--- config.mk ---
export PLATFORM = sky130hd
export DESIGN_NAME = serial_command_gpio_bridge
export DESIGN_NICKNAME = d
export VERILOG_FILES = /design/src/design/scgb_pkg.sv /design/src/design/serial_command_gpio_bridge.sv /design/src/design/scgb_fifo.sv /design/src/design/scgb_front.sv /design/src/design/scgb_back.sv
export SDC_FILE = /design/constraint.sdc
export NUM_CORES = 1
export LEC_CHECK = 0
export BUFFER_PORTS_ARGS = -buffer_cell sky130_fd_sc_hd__buf_2
export CAP_MARGIN = 20
export CORE_MARGIN = 2
export CORE_UTILIZATION = 60
export DETAILED_ROUTE_END_ITERATION = 10
export GPL_TIMING_DRIVEN = 0
export PLACE_DENSITY_LB_ADDON = 0.1
export SYNTH_ARGS = -nofsm -noshare
export SYNTH_HDL_FRONTEND = slang
export SYNTH_SLANG_ARGS = --single-unit
--- constraint.sdc ---
create_clock -name clk -period 3.68 [get_ports clk]
set_clock_uncertainty 0.15 [all_clocks]
set_input_delay 0.552 -clock clk [delete_from_list [all_inputs] [get_ports clk]]
set_output_delay 0.552 -clock clk [all_outputs]
set_load 0.02 [all_outputs]
--- src/design/scgb_pkg.sv ---
// types and constants shared by the serial command gpio bridge
package scgb_pkg;

  typedef enum logic [3:0] {
    OP_TOGGLE    = 4'h0,
    OP_QUERY     = 4'h1,
    OP_READ      = 4'h2,
    OP_INVERT    = 4'h3,
    OP_WRITE_A   = 4'h4,
    OP_WRITE_B   = 4'h5,
    OP_SET_NZ    = 4'h6,
    OP_TOGGLE_NZ = 4'h7,
    OP_LOAD      = 4'h8,
    OP_AND       = 4'h9,
    OP_OR        = 4'hA,
    OP_XOR       = 4'hB
  } op_t;

  localparam logic [7:0] REPLY_HIGH    = 8'h68;
  localparam logic [7:0] REPLY_LOW     = 8'h6C;
  localparam logic [7:0] REPLY_UNKNOWN = 8'h00;
  localparam logic [7:0] LATCH_RESET   = 8'hFF;

  typedef struct packed {
    logic [7:0] cmd;
    logic [7:0] data;
    logic [7:0] pins;
  } job_t;

  typedef struct packed {
    logic [7:0] reply;
    logic [7:0] drive_a;
    logic [7:0] drive_b;
  } result_t;

endpackage

--- src/design/serial_command_gpio_bridge.sv ---
// top level of the serial command gpio bridge
//
// input queue side: push an item (rx_byte with the sampled port_a_pins and
// port_b_pins) while full is low. bytes alternate command then data; the
// command byte gives no result, the data byte gives exactly one.
// result queue side: while empty is low the oldest result (reply_byte,
// port_a_drive, port_b_drive) is on the ports; pop takes it.
// one item is accepted every cycle as long as the job queue has room.
// a data byte's job enters the job queue at its accepting edge. the back end
// applies one job per cycle to the port latches while the result queue has
// room, writing each result into the result queue, where it is then visible;
// a job waits in the job queue until those ahead of it have been applied.
// when pop is held low, results collect in the result queue, then jobs in
// the job queue, and full rises once the job queue holds JOB_DEPTH jobs.
// reset (rst, synchronous) empties both queues, expects a command byte next
// and sets both port latches to all high.
module serial_command_gpio_bridge #(
  parameter int JOB_DEPTH = 2,
  parameter int RES_DEPTH = 2
) (
  input  logic       clk,
  input  logic       rst,
  input  logic       push,
  output logic       full,
  input  logic [7:0] rx_byte,
  input  logic [7:0] port_a_pins,
  input  logic [7:0] port_b_pins,
  output logic       empty,
  input  logic       pop,
  output logic [7:0] reply_byte,
  output logic [7:0] port_a_drive,
  output logic [7:0] port_b_drive
);

  localparam int JOB_W = $bits(scgb_pkg::job_t);
  localparam int RES_W = $bits(scgb_pkg::result_t);

  logic              accept;
  logic              job_push;
  scgb_pkg::job_t    job_in;
  scgb_pkg::job_t    job_out;
  logic              job_empty;
  logic              job_pop;
  logic              res_full;
  logic              res_push;
  scgb_pkg::result_t res_in;
  scgb_pkg::result_t res_out;

  assign accept = push && !full;

  scgb_front u_front (
    .clk         (clk),
    .rst         (rst),
    .accept      (accept),
    .rx_byte     (rx_byte),
    .port_a_pins (port_a_pins),
    .port_b_pins (port_b_pins),
    .job_push    (job_push),
    .job         (job_in)
  );

  scgb_fifo #(
    .WIDTH (JOB_W),
    .DEPTH (JOB_DEPTH)
  ) u_job_q (
    .clk   (clk),
    .rst   (rst),
    .push  (job_push),
    .wdata (job_in),
    .full  (full),
    .pop   (job_pop),
    .rdata (job_out),
    .empty (job_empty)
  );

  scgb_back u_back (
    .clk       (clk),
    .rst       (rst),
    .job_valid (!job_empty),
    .job       (job_out),
    .job_pop   (job_pop),
    .res_full  (res_full),
    .res_push  (res_push),
    .res       (res_in)
  );

  scgb_fifo #(
    .WIDTH (RES_W),
    .DEPTH (RES_DEPTH)
  ) u_res_q (
    .clk   (clk),
    .rst   (rst),
    .push  (res_push),
    .wdata (res_in),
    .full  (res_full),
    .pop   (pop),
    .rdata (res_out),
    .empty (empty)
  );

  assign reply_byte   = res_out.reply;
  assign port_a_drive = res_out.drive_a;
  assign port_b_drive = res_out.drive_b;

endmodule

--- src/design/scgb_fifo.sv ---
// small register queue with first-word fall-through read
module scgb_fifo #(
  parameter int WIDTH = 24,
  parameter int DEPTH = 2
) (
  input  logic             clk,
  input  logic             rst,
  input  logic             push,
  input  logic [WIDTH-1:0] wdata,
  output logic             full,
  input  logic             pop,
  output logic [WIDTH-1:0] rdata,
  output logic             empty
);

  localparam int PTR_W = $clog2(DEPTH);
  localparam int CNT_W = $clog2(DEPTH + 1);

  logic [WIDTH-1:0] store [DEPTH];
  logic [PTR_W-1:0] wr_ptr;
  logic [PTR_W-1:0] rd_ptr;
  logic [CNT_W-1:0] count;
  logic             do_push;
  logic             do_pop;

  assign full    = (count == CNT_W'(DEPTH));
  assign empty   = (count == '0);
  assign do_push = push && !full;
  assign do_pop  = pop && !empty;
  assign rdata   = store[rd_ptr];

  always_ff @(posedge clk) begin
    if (rst) begin
      wr_ptr <= '0;
      rd_ptr <= '0;
      count  <= '0;
    end else begin
      if (do_push) begin
        wr_ptr <= (wr_ptr == PTR_W'(DEPTH - 1)) ? '0 : wr_ptr + 1'b1;
      end
      if (do_pop) begin
        rd_ptr <= (rd_ptr == PTR_W'(DEPTH - 1)) ? '0 : rd_ptr + 1'b1;
      end
      unique case ({do_push, do_pop})
        2'b10:   count <= count + 1'b1;
        2'b01:   count <= count - 1'b1;
        default: count <= count;
      endcase
    end
  end

  always_ff @(posedge clk) begin
    if (do_push) begin
      store[wr_ptr] <= wdata;
    end
  end

endmodule

--- src/design/scgb_front.sv ---
// front end: pairs command and data bytes into jobs
module scgb_front (
  input  logic             clk,
  input  logic             rst,
  input  logic             accept,
  input  logic [7:0]       rx_byte,
  input  logic [7:0]       port_a_pins,
  input  logic [7:0]       port_b_pins,
  output logic             job_push,
  output scgb_pkg::job_t   job
);

  logic       expect_data;
  logic [7:0] held_command;

  assign job_push  = accept && expect_data;
  assign job.cmd   = held_command;
  assign job.data  = rx_byte;
  assign job.pins  = held_command[3] ? port_b_pins : port_a_pins;

  always_ff @(posedge clk) begin
    if (rst) begin
      expect_data  <= 1'b0;
      held_command <= '0;
    end else if (accept) begin
      expect_data <= !expect_data;
      if (!expect_data) begin
        held_command <= rx_byte;
      end
    end
  end

endmodule

--- src/design/scgb_back.sv ---
// back end: applies jobs to the port latches and builds results
module scgb_back (
  input  logic              clk,
  input  logic              rst,
  input  logic              job_valid,
  input  scgb_pkg::job_t    job,
  output logic              job_pop,
  input  logic              res_full,
  output logic              res_push,
  output scgb_pkg::result_t res
);

  logic            [7:0] port_a_latch;
  logic            [7:0] port_b_latch;
  logic            [7:0] port_a_next;
  logic            [7:0] port_b_next;
  logic            [7:0] mask;
  logic            [7:0] cur;
  logic            [7:0] new_p;
  logic            [7:0] reply;
  logic                  sel_b;
  logic                  data_nz;
  logic                  run;
  scgb_pkg::op_t         op;

  assign run      = job_valid && !res_full;
  assign job_pop  = run;
  assign res_push = run;

  always_comb begin
    op      = scgb_pkg::op_t'(job.cmd[7:4]);
    sel_b   = job.cmd[3];
    mask    = 8'b1 << job.cmd[2:0];
    cur     = sel_b ? port_b_latch : port_a_latch;
    data_nz = (job.data != 8'h00);
    new_p   = cur;
    reply   = scgb_pkg::REPLY_UNKNOWN;
    unique case (op)
      scgb_pkg::OP_TOGGLE: begin
        new_p = cur ^ mask;
        reply = new_p;
      end
      scgb_pkg::OP_QUERY: begin
        reply = |(job.pins & mask) ? scgb_pkg::REPLY_HIGH : scgb_pkg::REPLY_LOW;
      end
      scgb_pkg::OP_READ: begin
        reply = job.pins;
      end
      scgb_pkg::OP_INVERT: begin
        new_p = ~cur;
        reply = new_p;
      end
      scgb_pkg::OP_WRITE_A, scgb_pkg::OP_WRITE_B: begin
        new_p = data_nz ? (cur | mask) : (cur & ~mask);
        reply = new_p;
      end
      scgb_pkg::OP_SET_NZ: begin
        new_p = data_nz ? (cur | mask) : cur;
        reply = new_p;
      end
      scgb_pkg::OP_TOGGLE_NZ: begin
        new_p = data_nz ? (cur ^ mask) : cur;
        reply = new_p;
      end
      scgb_pkg::OP_LOAD: begin
        new_p = job.data;
        reply = new_p;
      end
      scgb_pkg::OP_AND: begin
        new_p = cur & job.data;
        reply = new_p;
      end
      scgb_pkg::OP_OR: begin
        new_p = cur | job.data;
        reply = new_p;
      end
      scgb_pkg::OP_XOR: begin
        new_p = cur ^ job.data;
        reply = new_p;
      end
      default: begin
        new_p = cur;
        reply = scgb_pkg::REPLY_UNKNOWN;
      end
    endcase
    port_a_next = sel_b ? port_a_latch : new_p;
    port_b_next = sel_b ? new_p : port_b_latch;
  end

  assign res.reply   = reply;
  assign res.drive_a = port_a_next;
  assign res.drive_b = port_b_next;

  always_ff @(posedge clk) begin
    if (rst) begin
      port_a_latch <= scgb_pkg::LATCH_RESET;
      port_b_latch <= scgb_pkg::LATCH_RESET;
    end else if (run) begin
      port_a_latch <= port_a_next;
      port_b_latch <= port_b_next;
    end
  end

endmodule

==> results.ini <==
[die]
initial_core_util_pct = 61.5
dieWidth_um = 112
io_pins = 54
fp-row-count = 39
dieArea_um2 = 12500
die_h_um = 112
core_um2 = 11400

[yosys]
synth_adder_area_share_pct = 4.66
ys.flop_type = edfxtp_1
async_flop_share_pct = 0
synth_edf_count = 96
avgSynthCellArea_um2 = 11.2
syn-cell-area_um2 = 6990
synthXorXnorAreaFrac_pct = 1.38
ys_warn_count = 0
ys_ff_latch = 131
synth_compound_area_share_pct = 15.5
synth_cell_types = 68
synth_top_family_by_area = compound AO/OA/AOI/OAI gates
synthSimpleGateAreaFrac_pct = 11.9
synth_nets = 678
yosysSeqAreaShare_pct = 51.3
synthMuxAreaShare_pct = 11.7
postSynthCellCount = 624

[clocking]
clk_latency_ns = 0.42
cts_tree = done
h-tree-depth = 4
cts.sinks = 131
clk_path_buf_depth = 2
clockRootBuffer = clkbuf_16
clk_pin_slew_worst_paths_ns = 0.06
cts_buffers = 17

[finish]
design_area_um2 = 8190
final_common_cell = edfxtp_1
regArea_um2 = 3580
drive_gt1_share_pct = 22.5
fin_cells = 859
antenna_cells = 0
final_cell_mix = edfxtp_1 (96), buf_2 (57), nor2_1 (49)
multi_input_area_um2 = 3220
area.growth.synth_to_final_pct = 17.2
fillerInstances = 832
nets = 757

[timing]
maxSlewViolCount = 0
rsz0062_at_grt = no
hold_viol = 0
setup-violations-final = 0
fin_crit_ns = 3.52
finalWorstSetupSlack_ns = 0.161
relSlewSlack_pct = 30.5
finalCritPeriodShare_pct = 95.6
fmax_mhz = 284
worst_slew_pin_slew_ns = 1.04

[power]
vdd.ir_drop.worst_mv = 0.683
p_leak_uw = 0.00308
power.density_nw_per_um2 = 796

[critical_path]
arrival_ns = 3.52
critPathLaunchType = flip-flop
worstRegToRegCells = 14
end_kind = flip-flop
required_ns = 3.68
crit_path_max_fanout = 10
worstSetupPathType = reg2reg

[route]
route.top_layer_used = met4
wl_met2_um = 9160
viasPerCell = 6.32
wl_met1_um = 7630
drcViolationCount = 0
ant_nets = 0
wl_per_cell_um = 21.4
drt-initial-drc-count = 506
wl_met3_um = 1170
drt_wl_total_um = 18400
via_count = 5425
firstDrtPassIters = 7

[flow_run]
drv_cap = 0

[placed_design]
io_buffers = 53
place_ws_ns = -0.621
gp_congestion = 0.998
placedCellCount = 824
placed_cell_area_um2 = 7500
dpl.hpwl_um = 13300

[global_route]
antenna_found_initial = 0
grt.total_usage_pct = 30.1
first_global_vias = 5398
grt_pass1_wl_um = 28800
grt_max_degree = 20
grt_overflow = 0

[worst_hold_path]
hold_class = in2reg
hold_depth = 1

[outcome]
outcome = finished clean

-- critical path, cell delays in order (launching register included) --
cell	delay, ns
dfxtp_1	0.32
buf_6	0.14
clkbuf_4	0.24
buf_4	0.22
buf_6	0.19
buf_6	0.20
mux2i_2	0.31
inv_1	0.07
ha_1	0.30
nand2_1	0.06
o21ai_0	0.11
a221oi_2	0.36
o221ai_2	0.17
a21oi_4	0.25
o211ai_1	0.15
-- synthesized netlist by cell type (6+ instances only) --
| cell | number | area share, % |
|---|---|---|
| o22ai_1 | 9 | 0.81 |
| a31oi_1 | 10 | 0.90 |
| buf_2 | 8 | 0.57 |
| nand3_1 | 12 | 0.86 |
| xnor2_1 | 6 | 0.75 |
| mux2_2 | 38 | 6.1 |
| nand2b_1 | 7 | 0.63 |
| ha_1 | 26 | 4.7 |
| clkbuf_1 | 13 | 0.70 |
| a21oi_1 | 21 | 1.5 |
| o211ai_1 | 9 | 0.97 |
| a22o_1 | 6 | 0.75 |
| inv_1 | 37 | 2.0 |
| nor2_1 | 53 | 2.8 |
| mux2i_1 | 36 | 5.2 |
| edfxtp_1 | 96 | 41 |
| nand3b_1 | 7 | 0.75 |
| nand2_1 | 45 | 2.4 |
| a211oi_1 | 6 | 0.64 |
| o32a_1 | 6 | 0.86 |
| dfxtp_1 | 35 | 10 |
| o21ai_0 | 32 | 2.3 |
| nor3_1 | 7 | 0.50 |
-- power by group --
| group | internal [uW] | switching, uW |
|---|---|---|
| combinational | 1010 | 1650 |
| sequential | 2050 | 155 |
| clock | 1040 | 602 |
-- worst paths after layout --
kind,slack (ns),start,endpoint
max,0.16,flip-flop,u_res_q.store[1][19]
min,0.19,rx_byte[4],u_job_q.store[1][12]
max reg2reg,0.16,flip-flop,u_res_q.store[1][19]
min reg2reg,0.32,u_front.held_command[5],u_job_q.store[0][21]
-- flip-flops by register name, indices dropped and copies added (netlist names), 2 cells and up, named ones only --
signal and cells:
u_back.port_a_latch 8, u_job_q.store 48, u_front.held_command 8, u_res_q.count 2, u_res_q.store 48, u_back.port_b_latch 8
u_job_q.count 2
-- area by class of cell --
cell class                      count  share of cell area [%]
Buffer                             24                    1.62
Clock buffer                       23                    5.84
Clock inverter                      9                    1.27
Inverter                           37                    1.70
Multi-Input combinational cell    432                    39.4
Sequential cell                   131                    43.8
Tap cell                          143                    2.19
Timing Repair Buffer               60                    4.25
-- per-stage QoR --
step | total power, uW | TNS [ns] | utilization (%) | hold WS [ns]
after detailed placement | 4720 | -13.12 | 66.0 | 0.302
after floorplan | 3960 | 0 | - | 0.274
after CTS | 6430 | 0 | 71.5 | 0.175
after global routing | 6810 | 0 | 72.0 | 0.176
final | 6510 | 0 | 72.0 | 0.185
after global placement | 4570 | -10.29 | 65.4 | 0.286
-- repair_timing --
item | in CTS | in global routing
pin swaps | 1 | 2
hold buffers | 0 | 0
setup buffers | 0 | 3
endpoints found under the setup margin | 44 | 42
gates resized for setup | 9 | 10
-- per-layer routing --
metal | global-route usage [%] | vias up
met3 | 6.97 | 37
li1 | - | 2517
met1 | 37.8 | 2622
met2 | 50.1 | 249
met4 | 12.6 | 0
met5 | 0 | -
-- logic make-up after synthesis --
family	Yosys count
buf+inv	61
xor+xnor	11
flops	131
simple gates	168
mux	76
fa+ha+maj	26
compound gates	151
No activity file was read; power rests on OpenSTA's default activity.
